<file path="src/hw/rtl/mbrfc_pkg.sv">
// ----------------------------------------------------------------------------
// mbrfc_pkg
// Types, codes and the CRC-16/MODBUS byte update used by the reply frame
// checker.
// ----------------------------------------------------------------------------
`timescale 1ns / 1ps

package mbrfc_pkg;

  // Frame status codes
  typedef enum logic [1:0] {
    ST_OK    = 2'd0,
    ST_SHORT = 2'd1,
    ST_CRC   = 2'd2,
    ST_EXC   = 2'd3
  } frame_status_t;

  // Configuration register indexes
  typedef enum logic [1:0] {
    REG_EXPECTED_FUNCTION = 2'd0,
    REG_CRC_CHECK_ENABLE  = 2'd1,
    REG_ECHO_SKIP_LENGTH  = 2'd2,
    REG_UNUSED            = 2'd3
  } cfg_reg_t;

  localparam logic [15:0] CRC_INIT  = 16'hFFFF;
  localparam logic [15:0] CRC_POLY  = 16'hA001;
  localparam logic [8:0]  COUNT_MAX = 9'd511;

  localparam logic [7:0]  RST_EXPECTED_FUNCTION = 8'd3;
  localparam logic        RST_CRC_CHECK_ENABLE  = 1'b1;
  localparam logic [7:0]  RST_ECHO_SKIP_LENGTH  = 8'd0;

  // Feed one byte into a reflected CRC-16 (8 shift steps)
  function automatic logic [15:0] crc_feed(input logic [15:0] crc_in, input logic [7:0] b);
    logic [15:0] c;
    c = crc_in ^ {8'h00, b};
    for (int k = 0; k < 8; k++) begin
      if (c[0]) begin
        c = (c >> 1) ^ CRC_POLY;
      end else begin
        c = c >> 1;
      end
    end
    return c;
  endfunction

endpackage

</file>
<file path="src/hw/rtl/mbrfc_in_if.sv">
// ----------------------------------------------------------------------------
// mbrfc_in_if
// Byte channel into the reply frame checker: valid/ready with one received
// byte and its end-of-frame flag.
// ----------------------------------------------------------------------------
`timescale 1ns / 1ps

interface mbrfc_in_if;
  logic       valid;
  logic       ready;
  logic [7:0] data_byte;
  logic       last_byte;

  modport source (output valid, output data_byte, output last_byte, input ready);
  modport sink   (input valid, input data_byte, input last_byte, output ready);
endinterface

</file>
<file path="src/hw/rtl/mbrfc_out_if.sv">
// ----------------------------------------------------------------------------
// mbrfc_out_if
// Result channel of the reply frame checker: valid/ready with the frame
// status, answer length and exception code.
// ----------------------------------------------------------------------------
`timescale 1ns / 1ps

interface mbrfc_out_if;
  logic       valid;
  logic       ready;
  logic [1:0] frame_status;
  logic [8:0] answer_length;
  logic [7:0] exception_code;

  modport source (output valid, output frame_status, output answer_length,
                  output exception_code, input ready);
  modport sink   (input valid, input frame_status, input answer_length,
                  input exception_code, output ready);
endinterface

</file>
<file path="src/hw/rtl/modbus_response_frame_checker_top.sv">
// ----------------------------------------------------------------------------
// modbus_response_frame_checker_top
// Checks a received Modbus reply byte by byte: skips echoed query bytes,
// tracks CRC-16/MODBUS over the answer and reports one status per frame.
// ----------------------------------------------------------------------------
//   Channel   Dir   Handshake      Payload
//   in_bus    in    valid/ready    data_byte[7:0], last_byte
//   out_bus   out   valid/ready    frame_status[1:0], answer_length[8:0],
//                                  exception_code[7:0]
//   cfg_*     in    cfg_we         cfg_index[1:0], cfg_data[7:0]
//
// One byte per cycle: the CRC byte update and frame bookkeeping are done in
// the accept cycle; the status is registered on the last byte's accept and
// is shown in the cycle after it. in_bus.ready drops only while a result is
// held and out_bus is stalled. Synchronous active-low reset restores register
// defaults and an empty frame; no clearing pass.
// ----------------------------------------------------------------------------
`timescale 1ns / 1ps

module modbus_response_frame_checker_top
  import mbrfc_pkg::*;
(
  input  logic             clk,
  input  logic             rst_n,
  mbrfc_in_if.sink         in_bus,
  mbrfc_out_if.source      out_bus,
  input  logic             cfg_we,
  input  logic [1:0]       cfg_index,
  input  logic [7:0]       cfg_data
);

  // Configuration registers
  logic [7:0]  exp_func_r;
  logic        crc_en_r;
  logic [7:0]  skip_len_r;

  // Frame state
  logic [15:0] crc_r, crc_nxt;
  logic [15:0] crc_tail_r, crc_tail_nxt;
  logic [8:0]  cnt_r, cnt_nxt;
  logic        in_ans_r, in_ans_nxt;
  logic [7:0]  func_r, func_nxt;
  logic [7:0]  third_r, third_nxt;
  logic [15:0] last2_r, last2_nxt;

  // Output register
  logic          out_valid_r;
  frame_status_t status_r, status_nxt;
  logic [8:0]    len_r, len_nxt;
  logic [7:0]    code_r, code_nxt;

  logic        in_acc;
  logic        skipping;
  logic [8:0]  c;
  logic [8:0]  n;
  logic        crc_bad;

  assign in_bus.ready = !out_valid_r || out_bus.ready;
  assign in_acc       = in_bus.valid && in_bus.ready;

  // Write configuration registers
  always_ff @(posedge clk) begin
    if (!rst_n) begin
      exp_func_r <= RST_EXPECTED_FUNCTION;
      crc_en_r   <= RST_CRC_CHECK_ENABLE;
      skip_len_r <= RST_ECHO_SKIP_LENGTH;
    end else if (cfg_we) begin
      unique case (cfg_reg_t'(cfg_index))
        REG_EXPECTED_FUNCTION: exp_func_r <= cfg_data;
        REG_CRC_CHECK_ENABLE:  crc_en_r   <= cfg_data[0];
        REG_ECHO_SKIP_LENGTH:  skip_len_r <= cfg_data;
        REG_UNUSED:            ;
      endcase
    end
  end

  // Advance frame state for one item and build its status
  always_comb begin
    crc_nxt      = crc_r;
    crc_tail_nxt = crc_tail_r;
    cnt_nxt      = cnt_r;
    in_ans_nxt   = in_ans_r;
    func_nxt     = func_r;
    third_nxt    = third_r;
    last2_nxt    = last2_r;

    skipping = !in_ans_r && (cnt_r < {1'b0, skip_len_r});
    c        = in_ans_r ? cnt_r : 9'd0;

    if (skipping) begin
      cnt_nxt = cnt_r + 9'd1;
    end else begin
      in_ans_nxt = 1'b1;
      if (c != 9'd0) begin
        crc_tail_nxt = crc_r;
        crc_nxt      = crc_feed(crc_r, last2_r[7:0]);
      end
      last2_nxt = {last2_r[7:0], in_bus.data_byte};
      if (c == 9'd1) func_nxt  = in_bus.data_byte;
      if (c == 9'd2) third_nxt = in_bus.data_byte;
      cnt_nxt = (c < COUNT_MAX) ? c + 9'd1 : c;
    end

    n       = in_ans_nxt ? cnt_nxt : 9'd0;
    crc_bad = crc_en_r && ((crc_tail_nxt[7:0] != last2_nxt[15:8]) ||
                           (crc_tail_nxt[15:8] != last2_nxt[7:0]));

    status_nxt = ST_OK;
    len_nxt    = 9'd0;
    code_nxt   = 8'd0;
    priority if (n < 9'd2) begin
      status_nxt = ST_SHORT;
    end else if (crc_bad) begin
      status_nxt = ST_CRC;
    end else if (func_nxt != exp_func_r) begin
      status_nxt = ST_EXC;
      len_nxt    = n;
      code_nxt   = (n >= 9'd3) ? third_nxt : 8'd0;
    end else begin
      len_nxt    = n;
    end
  end

  // Hold frame state; clear it after the last byte
  always_ff @(posedge clk) begin
    if (!rst_n) begin
      crc_r      <= CRC_INIT;
      crc_tail_r <= CRC_INIT;
      cnt_r      <= 9'd0;
      in_ans_r   <= 1'b0;
      func_r     <= 8'd0;
      third_r    <= 8'd0;
      last2_r    <= 16'd0;
    end else if (in_acc) begin
      if (in_bus.last_byte) begin
        crc_r      <= CRC_INIT;
        crc_tail_r <= CRC_INIT;
        cnt_r      <= 9'd0;
        in_ans_r   <= 1'b0;
        func_r     <= 8'd0;
        third_r    <= 8'd0;
        last2_r    <= 16'd0;
      end else begin
        crc_r      <= crc_nxt;
        crc_tail_r <= crc_tail_nxt;
        cnt_r      <= cnt_nxt;
        in_ans_r   <= in_ans_nxt;
        func_r     <= func_nxt;
        third_r    <= third_nxt;
        last2_r    <= last2_nxt;
      end
    end
  end

  // Load the result on the last byte; drop it once taken
  always_ff @(posedge clk) begin
    if (!rst_n) begin
      out_valid_r <= 1'b0;
    end else if (in_acc && in_bus.last_byte) begin
      out_valid_r <= 1'b1;
    end else if (out_bus.ready) begin
      out_valid_r <= 1'b0;
    end
  end

  always_ff @(posedge clk) begin
    if (in_acc && in_bus.last_byte) begin
      status_r <= status_nxt;
      len_r    <= len_nxt;
      code_r   <= code_nxt;
    end
  end

  assign out_bus.valid          = out_valid_r;
  assign out_bus.frame_status   = status_r;
  assign out_bus.answer_length  = len_r;
  assign out_bus.exception_code = code_r;

`ifndef NO_ASSERTIONS
  a_last_gives_result: assert property (@(posedge clk) disable iff (!rst_n)
    (in_acc && in_bus.last_byte) |=> out_bus.valid)
    else $error("last byte accepted without a result");

  a_frame_cleared: assert property (@(posedge clk) disable iff (!rst_n)
    (in_acc && in_bus.last_byte) |=> (cnt_r == 9'd0 && !in_ans_r && crc_r == CRC_INIT))
    else $error("frame state not cleared after last byte");

  a_code_only_exc: assert property (@(posedge clk) disable iff (!rst_n)
    (out_bus.valid && out_bus.frame_status != ST_EXC) |-> (out_bus.exception_code == 8'd0))
    else $error("exception code set on a non-exception status");

  a_len_zero_on_fail: assert property (@(posedge clk) disable iff (!rst_n)
    (out_bus.valid && (out_bus.frame_status == ST_SHORT || out_bus.frame_status == ST_CRC))
      |-> (out_bus.answer_length == 9'd0))
    else $error("answer length set on a failed frame");
`endif

endmodule
</file>
<file path="src/flat_wrapper.sv">
// flat-port wrapper written by rule: the top's interface ports become plain ports
module modbus_response_frame_checker_top_flat import mbrfc_pkg::*;
  (clk, rst_n, cfg_we, cfg_index, cfg_data, in_bus_valid, in_bus_data_byte, in_bus_last_byte, in_bus_ready, out_bus_valid, out_bus_frame_status, out_bus_answer_length, out_bus_exception_code, out_bus_ready);
  mbrfc_in_if in_bus_i ();
  mbrfc_out_if out_bus_i ();
  input  logic clk;
  input  logic rst_n;
  input  logic cfg_we;
  input  logic [1:0] cfg_index;
  input  logic [7:0] cfg_data;
  input wire logic [$bits(in_bus_i.valid)-1:0] in_bus_valid;
  input wire logic [$bits(in_bus_i.data_byte)-1:0] in_bus_data_byte;
  input wire logic [$bits(in_bus_i.last_byte)-1:0] in_bus_last_byte;
  output wire logic [$bits(in_bus_i.ready)-1:0] in_bus_ready;
  output wire logic [$bits(out_bus_i.valid)-1:0] out_bus_valid;
  output wire logic [$bits(out_bus_i.frame_status)-1:0] out_bus_frame_status;
  output wire logic [$bits(out_bus_i.answer_length)-1:0] out_bus_answer_length;
  output wire logic [$bits(out_bus_i.exception_code)-1:0] out_bus_exception_code;
  input wire logic [$bits(out_bus_i.ready)-1:0] out_bus_ready;
  assign in_bus_i.valid = in_bus_valid;
  assign in_bus_i.data_byte = in_bus_data_byte;
  assign in_bus_i.last_byte = in_bus_last_byte;
  assign in_bus_ready = in_bus_i.ready;
  assign out_bus_valid = out_bus_i.valid;
  assign out_bus_frame_status = out_bus_i.frame_status;
  assign out_bus_answer_length = out_bus_i.answer_length;
  assign out_bus_exception_code = out_bus_i.exception_code;
  assign out_bus_i.ready = out_bus_ready;
  modbus_response_frame_checker_top u_core (.clk(clk), .rst_n(rst_n), .in_bus(in_bus_i), .out_bus(out_bus_i), .cfg_we(cfg_we), .cfg_index(cfg_index), .cfg_data(cfg_data));
endmodule
</file>
<file path="config.mk">
export PLATFORM = sky130hd
export DESIGN_NAME = modbus_response_frame_checker_top_flat
export DESIGN_NICKNAME = d
export VERILOG_FILES = /design/src/hw/rtl/mbrfc_pkg.sv /design/src/hw/rtl/mbrfc_in_if.sv /design/src/hw/rtl/mbrfc_out_if.sv /design/src/hw/rtl/modbus_response_frame_checker_top.sv /design/src/flat_wrapper.sv
export SDC_FILE = /design/constraint.sdc
export NUM_CORES = 1
export LEC_CHECK = 0
export BUFFER_PORTS_ARGS = -buffer_cell sky130_fd_sc_hd__buf_4
export CORE_UTILIZATION = 33
export CTS_CLUSTER_DIAMETER = 200
export CTS_CLUSTER_SIZE = 25
export DETAILED_ROUTE_END_ITERATION = 16
export PLACE_DENSITY_LB_ADDON = 0.05
export SLEW_MARGIN = 20
export SYNTH_ARGS = -nofsm -noshare
export SYNTH_HDL_FRONTEND = slang
export SYNTH_SLANG_ARGS = --single-unit
</file>
<file path="constraint.sdc">
create_clock -name clk -period 3.9 [get_ports clk]
set_input_delay 0.195 -clock clk [delete_from_list [all_inputs] [get_ports clk]]
set_output_delay 0.195 -clock clk [all_outputs]
set_load 0.1 [all_outputs]
</file>
After elaboration in Yosys (flattened, before gate mapping)
Index checks and enable logic that the tools add are counted.
{"block": "classes", "addsub": 2, "magnitude_cmp": 4, "eq_ne": 8, "muxes": 47, "n_bitwise": 11, "n_reduce_logical": 18}
{"operator": "two-way mux 16 bit", "n": 30}
{"operator": "two-way mux 8 bit", "n": 6}
{"operator": "two-way mux 9 bit", "n": 5}
{"operator": "inequality test 8 bit", "n": 3}
{"operator": "inverter 2 -> 3 bit", "n": 8}
{"operator": "adder 9 x 1 -> 9 bit (second input constant)", "n": 2}
{"operator": "bitwise XOR 16 x 8 -> 16 bit", "n": 1}
{"operator": "== test 9 x 1 -> 1 bit (second input constant)", "n": 1}
{"operator": "== test 9 x 2 -> 1 bit (second input constant)", "n": 1}
{"operator": ">= comparator 9 x 2 -> 1 bit (second input constant)", "n": 1}
{"operator": "less-than comparator 9 x 2 -> 1 bit (second input constant)", "n": 1}
{"operator": "less-than comparator 9 x 8 -> 1 bit", "n": 1}
{"operator": "less-than comparator 9 bit (second input constant)", "n": 1}
{"operator": "nonzero test 9 bit", "n": 1}
{"operator": "AND reduction 2 bit", "n": 3}
{"operator": "logical AND 1 bit", "n": 4}
{"operator": "two-way mux 1 bit", "n": 4}
{"operator": "two-way mux 2 bit", "n": 2}
{"operator": "nonzero test 2 bit", "n": 2}
{"operator": "OR reduction 4 bit", "n": 1}
{"operator": "AND reduction 3 bit", "n": 1}
{"operator": "== test 2 x 1 -> 1 bit (second input constant)", "n": 1}
{"operator": "== test 2 bit (second input constant)", "n": 1}
{"operator": "logical NOT 1 bit", "n": 2}
{"operator": "other kinds (5)", "n": 7}
{"block": "word_totals", "ff_bits": 111, "out_inout_bits": 21, "wordCells": 104}

Depth between registers and ports, before layout
Gate-level depths: netlist of run 1.
{"block": "logic_depth", "word_depth": 34, "mapped_depth": 14}

Worst setup path after synthesis of run 1
No wires, ideal clock.
{"block": "synth_path", "path_type": "register to register", "startpoint": "register u_core.in_ans_r", "endpoint": "register u_core.status_r[1] (netlist: u_core.out_bus.frame_status[1]) (data pin)", "setup_time_ns": 0.259, "arrival_ns": 3.130, "slack_ns": 0.511, "stages_incl_launch_ff": 13, "n_path_buf": 2, "period_less_slack_ns": 3.389, "cell_sequence": "dfxtp_1 > clkbuf_1 > clkbuf_1 > and2_1 > inv_1 > ha_1 > or4b_1 > a2bb2oi_1 > or4_1 > a31oi_1 > a31oi_1 > o41a_1 > o31a_1"}
{"block": "synth_via", "elab_chain_len": 8, "word_cells_on_any_way": 24, "cone_classes": "add/sub (1); order compare (2); eq/ne (4); mux (12); reduce/logical (5)"}
{"item": "from (decl)", "line": "modbus_response_frame_checker_top.sv:41", "text": "logic in_ans_r, in_ans_nxt;"}
{"item": "from (signal assigned)", "line": "modbus_response_frame_checker_top.sv:147", "text": "in_ans_r <= in_ans_nxt;"}
{"item": "branches (longest 8 deep; another with adder 9 x 1 -> 9 bit)"}
{"item": "to (signal assigned)", "line": "modbus_response_frame_checker_top.sv:168", "text": "status_r <= status_nxt;"}
{"item": "to (decl)", "line": "modbus_response_frame_checker_top.sv:48", "text": "frame_status_t status_r, status_nxt;"}
Several ways; the timed one is not identified.
A chain may end at the register's enable or synchronous reset.

Worst setup path in the final report of run 1
{"block": "layout_path", "startpoint": "register u_core.cnt_r[1]", "endpoint": "register u_core.code_r[0] (netlist: u_core.out_bus.exception_code[0]) (data pin)"}
{"block": "layout_via", "elab_chain_len": 8, "word_cells_on_any_way": 30, "cone_classes": "add/sub (2); order compare (4); eq/ne (5); mux (12); bitwise (2); reduce/logical (5)"}
{"item": "from (decl)", "line": "modbus_response_frame_checker_top.sv:40", "text": "logic [8:0] cnt_r, cnt_nxt;"}
{"item": "from (signal assigned)", "line": "modbus_response_frame_checker_top.sv:146", "text": "cnt_r <= cnt_nxt;"}
{"item": "two-way mux 9 bit", "line": "modbus_response_frame_checker_top.sv:88", "text": "c = in_ans_r ? cnt_r : 9'd0;"}
{"item": "adder 9 x 1 -> 9 bit, or another cell as far along", "line": "modbus_response_frame_checker_top.sv:101", "text": "cnt_nxt = (c < COUNT_MAX) ? c + 9'd1 : c;"}
{"item": "two-way mux 9 bit or two-way mux 16 bit (tied branches)", "line": "modbus_response_frame_checker_top.sv:101, modbus_response_frame_checker_top.sv:94"}
{"item": "two-way mux 9 bit or two-way mux 16 bit (tied branches)", "line": "modbus_response_frame_checker_top.sv:90", "text": "if (skipping) begin"}
{"item": "two-way mux 9 bit, or another cell as far along", "line": "modbus_response_frame_checker_top.sv:104", "text": "n = in_ans_nxt ? cnt_nxt : 9'd0;"}
{"item": ">= comparator 9 x 2 -> 1 bit or logical OR 1 bit (tied branches)", "line": "modbus_response_frame_checker_top.sv:118, modbus_response_frame_checker_top.sv:105"}
{"item": "inverter 1 bit (no line) or logical AND 1 bit (tied branches)"}
{"item": "OR reduction 4 bit (no line)"}
{"item": "to (signal assigned)", "line": "modbus_response_frame_checker_top.sv:170", "text": "code_r <= code_nxt;"}
{"item": "to (decl)", "line": "modbus_response_frame_checker_top.sv:50", "text": "logic [7:0] code_r, code_nxt;"}
Parallel ways exist; a longest one is shown, timed or not.

==> results of run 1 <==
power breakdown:
part	internal [mW]	switching (mW)	leakage, nW
Clock	0.568	0.446	0.153
Sequential	1.18	0.0209	0.928
Combinational	0.106	0.227	1.41
Total	1.86	0.694	2.49
kinds of logic after synthesis:
group	Yosys count	share of synthesized area
xor gates and xnor gates	59	0.0867
muxes	22	0.0369
DFF	111	0.405
buffers and inverters	71	0.0470
adders and majority gates	12	0.0252
and+or+nand+nor	243	0.214
AOI/OAI and AO/OA	152	0.186
synth_stat cells (all sizes together) (7+ instances only):
cell,number
a211oi,8
a21oi,17
a22oi,37
and2,13
buf,9
clkbuf,35
dfxtp,92
edfxtp,19
ha,12
inv,27
mux2i,22
nand2,75
nand2b,9
nand3,13
nand4,7
nor2,30
nor2b,58
nor4,7
o211ai,16
o21ai,25
o31ai,8
xnor2,30
xor2,29
state kept, by name, summed over array words and instances (netlist names):
register / flops
u_core.crc_r: 16
u_core.crc_tail_r: 16
u_core.last2_r: 16
u_core.cnt_r: 9
u_core.out_bus.answer_length: 9
u_core.exp_func_r: 8
u_core.func_r: 8
u_core.out_bus.exception_code: 8
u_core.skip_len_r: 8
u_core.third_r: 8
u_core.out_bus.frame_status: 2
u_core.crc_en_r: 1
u_core.in_ans_r: 1
u_core.out_bus.valid: 1
worst min-delay path by stage:
| stage | startpoint | end | slack, ns | cells past startpoint |
|---|---|---|---|---|
| 6_report | cfg_data[1] | u_core.exp_func_r[1] | 0.07 | 3 |
| 5_1_grt | cfg_data[1] | u_core.exp_func_r[1] | 0.08 | 3 |
| 4_1_cts | cfg_data[1] | u_core.exp_func_r[1] | 0.07 | 3 |
| 3_5_place_dp | cfg_data[1] | u_core.exp_func_r[1] | 0.44 | 3 |
| 3_3_place_gp | cfg_data[1] | u_core.exp_func_r[1] | 0.44 | 3 |
| 2_1_floorplan | cfg_data[0] | u_core.crc_en_r | 0.32 | 2 |
through the flow:
stage	cell area (sq um)	power (mW)	worst slack [ns]	std cells
2_1_floorplan	5960	1.45	0.511	670
3_5_place_dp	6450	1.56	0.481	901
4_1_cts	6770	2.57	0.431	917
3_3_place_gp	6450	1.56	0.547	901
6_report	6770	2.55	0.432	917
5_1_grt	6770	2.65	0.248	917
layer usage:
layer	track usage	part of all wire	wire (um)	vias to the layer above
li1	-	-	-	2413
met1	0.288	0.50	8700	2384
met4	0.0611	0.015	259	0
met2	0.296	0.43	7630	161
met3	0.0257	0.055	970	22
met5	0	0	0	-
cell type report:
cell class              count  area, sq um  area share
inverters                  27          101      0.0150
clock inverters             6         90.1      0.0133
clock buffers              10          229      0.0338
flip-flops and latches    111         2410       0.356
repair buffers             50          388      0.0573
well taps                 225          282      0.0416
multi-input cells         488         3270       0.483
critical path, stage by stage, from the launching register on:
cell and delay [ns]:
dfxtp_1 0.39, and2_1 0.21, inv_1 0.09, ha_1 0.18, or4b_1 0.44, a2bb2oi_1 0.19, or4_1 0.49, a31oi_1 0.17
a31oi_1 0.17, o41ai_4 0.51, o211ai_4 0.22, a211oi_2 0.24
==> summary.txt, run 1 <==
Detailed routing
  • Number of DRC markers in iteration 0: 407
  • Wirelength per Cell: ~19 um
  • Via Count: 4980
  • DRT Pass-1 Iters: 5
  • Via-per-instance ratio: 5.43
  • Remaining DRCs: 0
  • DRT antenna net count: 0
  • Routed WL: 17600 um

Clocking
  • Worst-Skew Late Latency: 0.36 ns
  • Worst-path clk slew: 0.07 ns
  • Htree depth: 3
  • CTS resizes: 0
  • Hold buffer count at cts: 0
  • Clock sinks: 111
  • Post-CTS Setup Bufs: 0
  • Clock root buffer: clkbuf_16
  • Deepest clock path buffer count: 2
  • Cts bufs inserted: 9
  • TritonCTS clock tree: built

Worst setup path
  • WP data required: 4.10 ns
  • R2R setup slack: 0.43 ns
  • FF-to-FF End: u_core.out_bus.exception_code[0]
  • Crit. End Element: register
  • Reg2reg path depth: 11
  • Worst r2r src: u_core.cnt_r[1]
  • Startpoint types: register
  • WS Path Type: reg2reg
  • WP data arrival: 3.66 ns
  • Worst Setup SP: u_core.cnt_r[1]
  • Crit-path max FO: 9
  • Worst setup path endpoint: u_core.out_bus.exception_code[0]

Power and ir drop
  • Max IR drop VDD: 0.000207 V
  • Pwr Density: 377 nW/um^2
  • LEAKAGE: 2.49 nW

Synthesis
  • Synth Register Bits: between 100 and 150
  • Top post-synthesis cells by area: dfxtp_1 31%, edfxtp_1 9.6%, nor2b_1 6.1%
  • Avg Cell Area, Syn: 8.90 sq um
  • Netlist Area Pre-Place: 5960 sq um
  • Post-synth EDFFs: 19
  • Cell taking the most area after synthesis: dfxtp_1
  • Ys Warns: 0
  • Synth Instances: 670
  • Prevailing post-synth register cell: dfxtp_1
  • Yosys top cell area share: 0.309
  • Distinct cell type count after synthesis: 65
  • Syn Nets: slightly above 700
  • Register area share after synthesis: 0.405
  • Async S/R FF share, synth: 0

Timing
  • Measured slew at the worst slew-check pin: 0.866 ns
  • TNS Setup: 0 ns
  • Worst hold slack: approximately 0.074 ns
  • Final max-slew violation count: 0
  • # setup viols final: 0
  • Max frequency: ~0.29 GHz
  • RSZ-0062 raised after global routing: no
  • Hold Vio Cnt, Final: 0
  • Clock skew: around 0.012 ns
  • Crit share post-route: 0.889
  • Slew margin rel.: 0.422
  • Final Critical Period: 3.47 ns

Global route
  • Antenna violations before repair: 0
  • GRT Total Usage: 0.197
  • Vias in the first global route: 4585
  • Congestion Overflow GR: 0
  • First-pass GRT wire length: 27300 um
  • Largest net degree at the start of global routing: 65

Min path
  • Worst hold path class: in2reg

Placement
  • Port Buf Inserts: 44
  • Post-DP HPWL: around 13000 um
  • Routability Congestion: ~0.84

Flow run
  • Maxcap violations: 0

Die
  • Die width: 136 um
  • Core Area: 17500 sq um
  • Die area: 18600 sq um
  • Row Count: 48
  • I/O pins: 45
  • Initial core utilization: 0.341
  • Die Ht: 136 um

Cells and area
  • Most frequent cells in the layout: 92 x dfxtp_1, 75 x nand2_1, 58 x nor2b_1, 49 x buf_4, 37 x a22oi_1
  • Fin nets: roughly 720
  • Fillcell total: ~1800
  • Finished Core Util: 0.387
  • Area delta synth->final: 13.6%
  • ANT cells: 0
  • Share of layout cells above drive strength 1: 0.107
  • Most common cell after layout, fill and taps aside: dfxtp_1

Run status
  • Outcome: finished clean
Note: power is estimated with default switching activity, not from simulation.
==> run 2: changes to the inputs <==
--- a/config.mk
+++ b/config.mk
@@ -6,6 +6,7 @@
 export NUM_CORES = 1
 export LEC_CHECK = 0
 export BUFFER_PORTS_ARGS = -buffer_cell sky130_fd_sc_hd__buf_4
+export CORE_ASPECT_RATIO = 0.9
 export CORE_UTILIZATION = 33
 export CTS_CLUSTER_DIAMETER = 200
 export CTS_CLUSTER_SIZE = 25
==> summary.txt, run 2 (synthesized netlist as in run 1, its figures left out) <==
Detailed routing
  • Routed WL: 17900 um
  • DRT antenna net count: 0
  • DRT Pass-1 Iters: 5
  • Wirelength per Cell: between 15 and 20 um
  • Remaining DRCs: 0
  • Via Count: 5008
  • Via-per-instance ratio: 5.36
  • Number of DRC markers in iteration 0: 611

Clocking
  • Deepest clock path buffer count: 2
  • TritonCTS clock tree: built
  • Clock root buffer: clkbuf_16
  • Clock sinks: 111
  • Hold buffer count at cts: 0
  • Cts bufs inserted: 9
  • Worst-path clk slew: 0.07 ns
  • Worst-Skew Late Latency: 0.36 ns
  • Post-CTS Setup Bufs: 0
  • CTS resizes: 0
  • Htree depth: 3

Worst setup path
  • Cell Chain, Critical Path: and2_1, inv_1, ha_1, or4b_1, a2bb2oi_1, or4_1, a31oi_1, a31oi_1, o41ai_4, o211ai_4, a211oi_2
  • WP data arrival: 3.74 ns
  • Startpoint types: register
  • R2R setup slack: about 0.36 ns
  • Largest stage delay on the critical path: 0.52 ns
  • Slowest cell on crit path: o41ai_4
  • WP data required: 4.10 ns
  • Crit path top cell by count: a31oi_1
  • WS Path Type: reg2reg
  • Crit. End Element: register
  • Crit-path max FO: 9

Cells and area
  • Sequential cell area: around 2400 sq um
  • Fin nets: 725
  • Area of the multi-input gates: around 3300 sq um
  • Cell Count, Final, Fillers Out: around 930
  • Fillcell total: 1790
  • Biggest regs: u_core.crc_r: 16 flops, u_core.crc_tail_r: 16 flops, u_core.last2_r: 16 flops
  • Area delta synth->final: 13.6%
  • Most common cell after layout, fill and taps aside: dfxtp_1
  • ANT cells: 0
  • Share of layout cells above drive strength 1: 0.107
  • Most frequent cells in the layout: 92 x dfxtp_1, 75 x nand2_1, 58 x nor2b_1, 51 x buf_4, 37 x a22oi_1

Global route
  • Largest net degree at the start of global routing: 65
  • First-pass GRT wire length: 28000 um
  • GRT Total Usage: 0.203
  • Congestion Overflow GR: 0
  • Vias in the first global route: roughly 4600
  • Antenna violations before repair: 0

Placement
  • Port Buf Inserts: 44
  • Post-DP HPWL: 13000 um
  • Placed insts: 918
  • Routability Congestion: 0.833

Timing
  • TNS Setup: 0 ns
  • Max frequency: 0.282 GHz
  • Clock skew: 0.0114 ns
  • Hold Vio Cnt, Final: 0
  • Slew margin rel.: 0.371
  • # setup viols final: 0
  • RSZ-0062 raised after global routing: no
  • Measured slew at the worst slew-check pin: approximately 0.94 ns
  • Final Critical Period: about 3.5 ns
  • Crit share post-route: 0.908
  • Final max-slew violation count: 0

Power and ir drop
  • Clock power share: 0.376
  • Power share of the combinational group: 0.136
  • LEAKAGE: 2.49 nW
  • Sequential power share: 0.487
  • Switching share of power: 0.279
  • Switch Pwr: between 0.6 and 0.7 mW
  • P_int: 1.78 mW
  • Max IR drop VDD: 0.000192 V
  • Pwr Density: 365 nW/um^2

Die
  • I/O pins: 45
  • Row Count: 46
  • Die width: 144 um
  • Core Area: between 15000 and 20000 sq um
  • Die area: 18600 sq um
  • Initial core utilization: 0.337
  • Die Ht: 130 um

Run status
  • Outcome: finished clean

Min path
  • Worst hold path class: in2reg

Flow run
  • Maxcap violations: 0
-- run 2: through the flow --
stage	hold slack [ns]	setup slack [ns]	power, mW	utilization	area (sq um)
floorplan	0.320	0.511	1.45	-	5960
global placement	0.439	0.498	1.57	0.367	6490
detailed placement	0.438	0.380	1.57	0.367	6490
CTS	0.0601	0.370	2.49	0.383	6780
global route	0.0753	0.184	2.58	0.383	6780
finish	0.0726	0.360	2.47	0.383	6780
-- run 2: layout make-up --
type / instances / share of cell area
clock buffers: 14 / 0.0406
clock inverters: 2 / 0.00203
inverters: 27 / 0.0150
multi-input cells: 488 / 0.483
flip-flops and latches: 111 / 0.356
well taps: 240 / 0.0443
repair buffers: 52 / 0.0595
-- run 2: path summary, 6_finish.rpt --
check	cells after the start	to	from
worst min register to register	2	u_core.crc_r[4]	u_core.crc_r[4]
worst max register to register	11	u_core.out_bus.exception_code[6]	u_core.cnt_r[1]
worst max-delay path	11	u_core.out_bus.exception_code[6]	u_core.cnt_r[1]
worst min-delay path	3	u_core.crc_en_r	cfg_data[0]
-- run 2: power by group through the flow --
stage | sequential [mW] | clock [mW] | combinational, mW
after detailed placement | 1.23 | 0 | 0.335
after global placement | 1.23 | 0 | 0.336
after floorplan | 1.27 | 0 | 0.179
final | 1.20 | 0.929 | 0.337
after CTS | 1.20 | 0.952 | 0.337
after global routing | 1.21 | 1.01 | 0.363
-- run 2: worst max-delay path: cells and delay by family, from the launching register on --
| kind | cells | cell delay, ns |
|---|---|---|
| flops | 1 | 0.40 |
| fa+ha+maj | 1 | 0.18 |
| compound gates | 6 | 1.56 |
| buf+inv | 1 | 0.09 |
| simple gates | 3 | 1.17 |
-- run 2: metal layers --
layer | share of wire | GRT usage | vias to the layer above
li1 | - | - | 2409
met4 | 0.015 | 0.0557 | 0
met1 | 0.52 | 0.311 | 2427
met5 | 0 | 0 | -
met3 | 0.058 | 0.0436 | 15
met2 | 0.41 | 0.282 | 157
==> run 3: changes to the inputs <==
--- a/config.mk
+++ b/config.mk
@@ -11,8 +11,10 @@
 export CTS_CLUSTER_DIAMETER = 200
 export CTS_CLUSTER_SIZE = 25
 export DETAILED_ROUTE_END_ITERATION = 16
+export GPL_TIMING_DRIVEN = 1
+export MAX_ROUTING_LAYER = met4
 export PLACE_DENSITY_LB_ADDON = 0.05
-export SLEW_MARGIN = 20
+export SLEW_MARGIN = 0
 export SYNTH_ARGS = -nofsm -noshare
 export SYNTH_HDL_FRONTEND = slang
 export SYNTH_SLANG_ARGS = --single-unit
==> summary.txt, run 3 (synthesized netlist as in run 1, its figures left out) <==
Worst setup path
  • Startpoint types: register
  • Crit-path max FO: 9
  • Crit. End Element: register
  • WS Path Type: reg2reg
  • WP data arrival: 3.65 ns
  • WP data required: 4.11 ns

Detailed routing
  • Number of DRC markers in iteration 0: 428
  • Via Count: 5020
  • Via-per-instance ratio: 5.35
  • Remaining DRCs: 0
  • DRT antenna net count: 0
  • DRT Pass-1 Iters: 5
  • Wirelength per Cell: 19.4 um
  • Routed WL: 18200 um

Placement
  • Placed insts: just over 900
  • Post-DP HPWL: 13200 um
  • Routability Congestion: around 0.82
  • Port Buf Inserts: between 40 and 50

Timing
  • Slew margin rel.: 0.389
  • Final max-slew violation count: 0
  • Crit share post-route: 0.883
  • RSZ-0062 raised after global routing: no
  • # setup viols final: 0
  • TNS Setup: 0 ns
  • Measured slew at the worst slew-check pin: 0.917 ns
  • Hold Vio Cnt, Final: 0
  • Worst hold slack: 0.0692 ns
  • Max frequency: 0.290 GHz
  • Final Critical Period: 3.45 ns
  • Clock skew: 0.0106 ns

Global route
  • Top Usage Layer GRT: met1
  • GRT Total Usage: 0.212
  • First-pass GRT wire length: 28200 um
  • Met2 usage: 0.295
  • Largest net degree at the start of global routing: 65
  • Congestion Overflow GR: 0
  • Antenna violations before repair: 0
  • Vias in the first global route: about 4700
  • Met1 usage: 0.311
  • Met3 usage: 0.0358

Cells and area
  • Fin nets: 729
  • Cell Count, Final, Fillers Out: 938
  • ANT cells: 0
  • Most common cell after layout, fill and taps aside: dfxtp_1
  • Share of layout cells above drive strength 1: 0.113
  • Biggest regs: u_core.crc_r: 16 flops, u_core.crc_tail_r: 16 flops, u_core.last2_r: 16 flops
  • Most frequent cells in the layout: 92 x dfxtp_1, 75 x nand2_1, 58 x nor2b_1, 55 x buf_4, 37 x a22oi_1
  • Area delta synth->final: 14.1%

Clocking
  • Htree depth: 3
  • Clock root buffer: clkbuf_16
  • Clock sinks: 111
  • Hold buffer count at cts: 0
  • Post-CTS Setup Bufs: 0
  • Deepest clock path buffer count: 2
  • CTS resizes: 0
  • TritonCTS clock tree: built
  • Worst-Skew Late Latency: approximately 0.36 ns
  • Worst-path clk slew: about 0.080 ns
  • Cts bufs inserted: 9

Die
  • Core Area: 17700 sq um
  • Die area: 18600 sq um
  • Die width: 144 um
  • Die Ht: 130 um
  • Initial core utilization: 0.337
  • Row Count: 46
  • I/O pins: 45

Power and ir drop
  • Switch Pwr: just under 0.7 mW
  • P_int: 1.76 mW
  • Switching share of power: 0.282
  • Max IR drop VDD: 0.000169 V
  • Sequential power share: 0.490
  • Pwr Density: ~360 nW/um^2
  • Power share of the combinational group: 0.138
  • LEAKAGE: 2.50 nW
  • Clock power share: 0.372
  • Total power: 2.46 mW

Flow run
  • Maxcap violations: 0

Min path
  • Worst hold path class: in2reg

Run status
  • Outcome: finished clean
==> run 3: worst max-delay path, cell delays in order, from the launching register on <==
cell and delay, ns:
dfxtp_1 0.40, and2_1 0.21, inv_1 0.08, ha_1 0.18
or4b_1 0.44, a2bb2oi_1 0.20, or4_1 0.49, a31oi_1 0.17
a31oi_1 0.17, o41ai_4 0.52, o211ai_4 0.21, a211oi_2 0.23
==> run 3: stage by stage <==
stage          setup WS (ns)  instance area (sq um)  utilization
2_1_floorplan          0.511                   5960            -
3_3_place_gp           0.531                   6520        0.369
3_5_place_dp           0.501                   6520        0.369
4_1_cts                0.463                   6800        0.385
5_1_grt                0.239                   6800        0.385
6_report               0.454                   6800        0.385
==> run 3: area by class of cell <==
cell class | instances | area (sq um)
fill | 1787 | 10900
multi-input combinational | 488 | 3270
sequential | 111 | 2410
timing repair buffer | 56 | 433
tap | 240 | 300
clock buffer | 13 | 260
inverter | 27 | 101
clock inverter | 3 | 25.0
==> run 3: final timing paths <==
kind                         from  slack, ns                                to  cells past startpoint
setup / recovery  u_core.cnt_r[1]       0.45  u_core.out_bus.exception_code[6]                     11
hold / removal        cfg_data[1]       0.07              u_core.exp_func_r[1]                      3
setup reg to reg  u_core.cnt_r[1]       0.45  u_core.out_bus.exception_code[6]                     11
hold reg to reg   u_core.crc_r[2]       0.47                   u_core.crc_r[2]                      2
==> run 3: power by group through the flow <==
stage	combinational, mW	clock (mW)	sequential [mW]
final	0.339	0.915	1.20
after global routing	0.361	0.993	1.21
after CTS	0.338	0.937	1.20
after floorplan	0.179	0	1.27
after global placement	0.339	0	1.23
after detailed placement	0.336	0	1.23
==> run 3: per-layer routing <==
layer	part of all wire	vias up
met5	0	-
met4	0.012	0
met3	0.054	13
met2	0.41	155
met1	0.52	2433
li1	-	2419
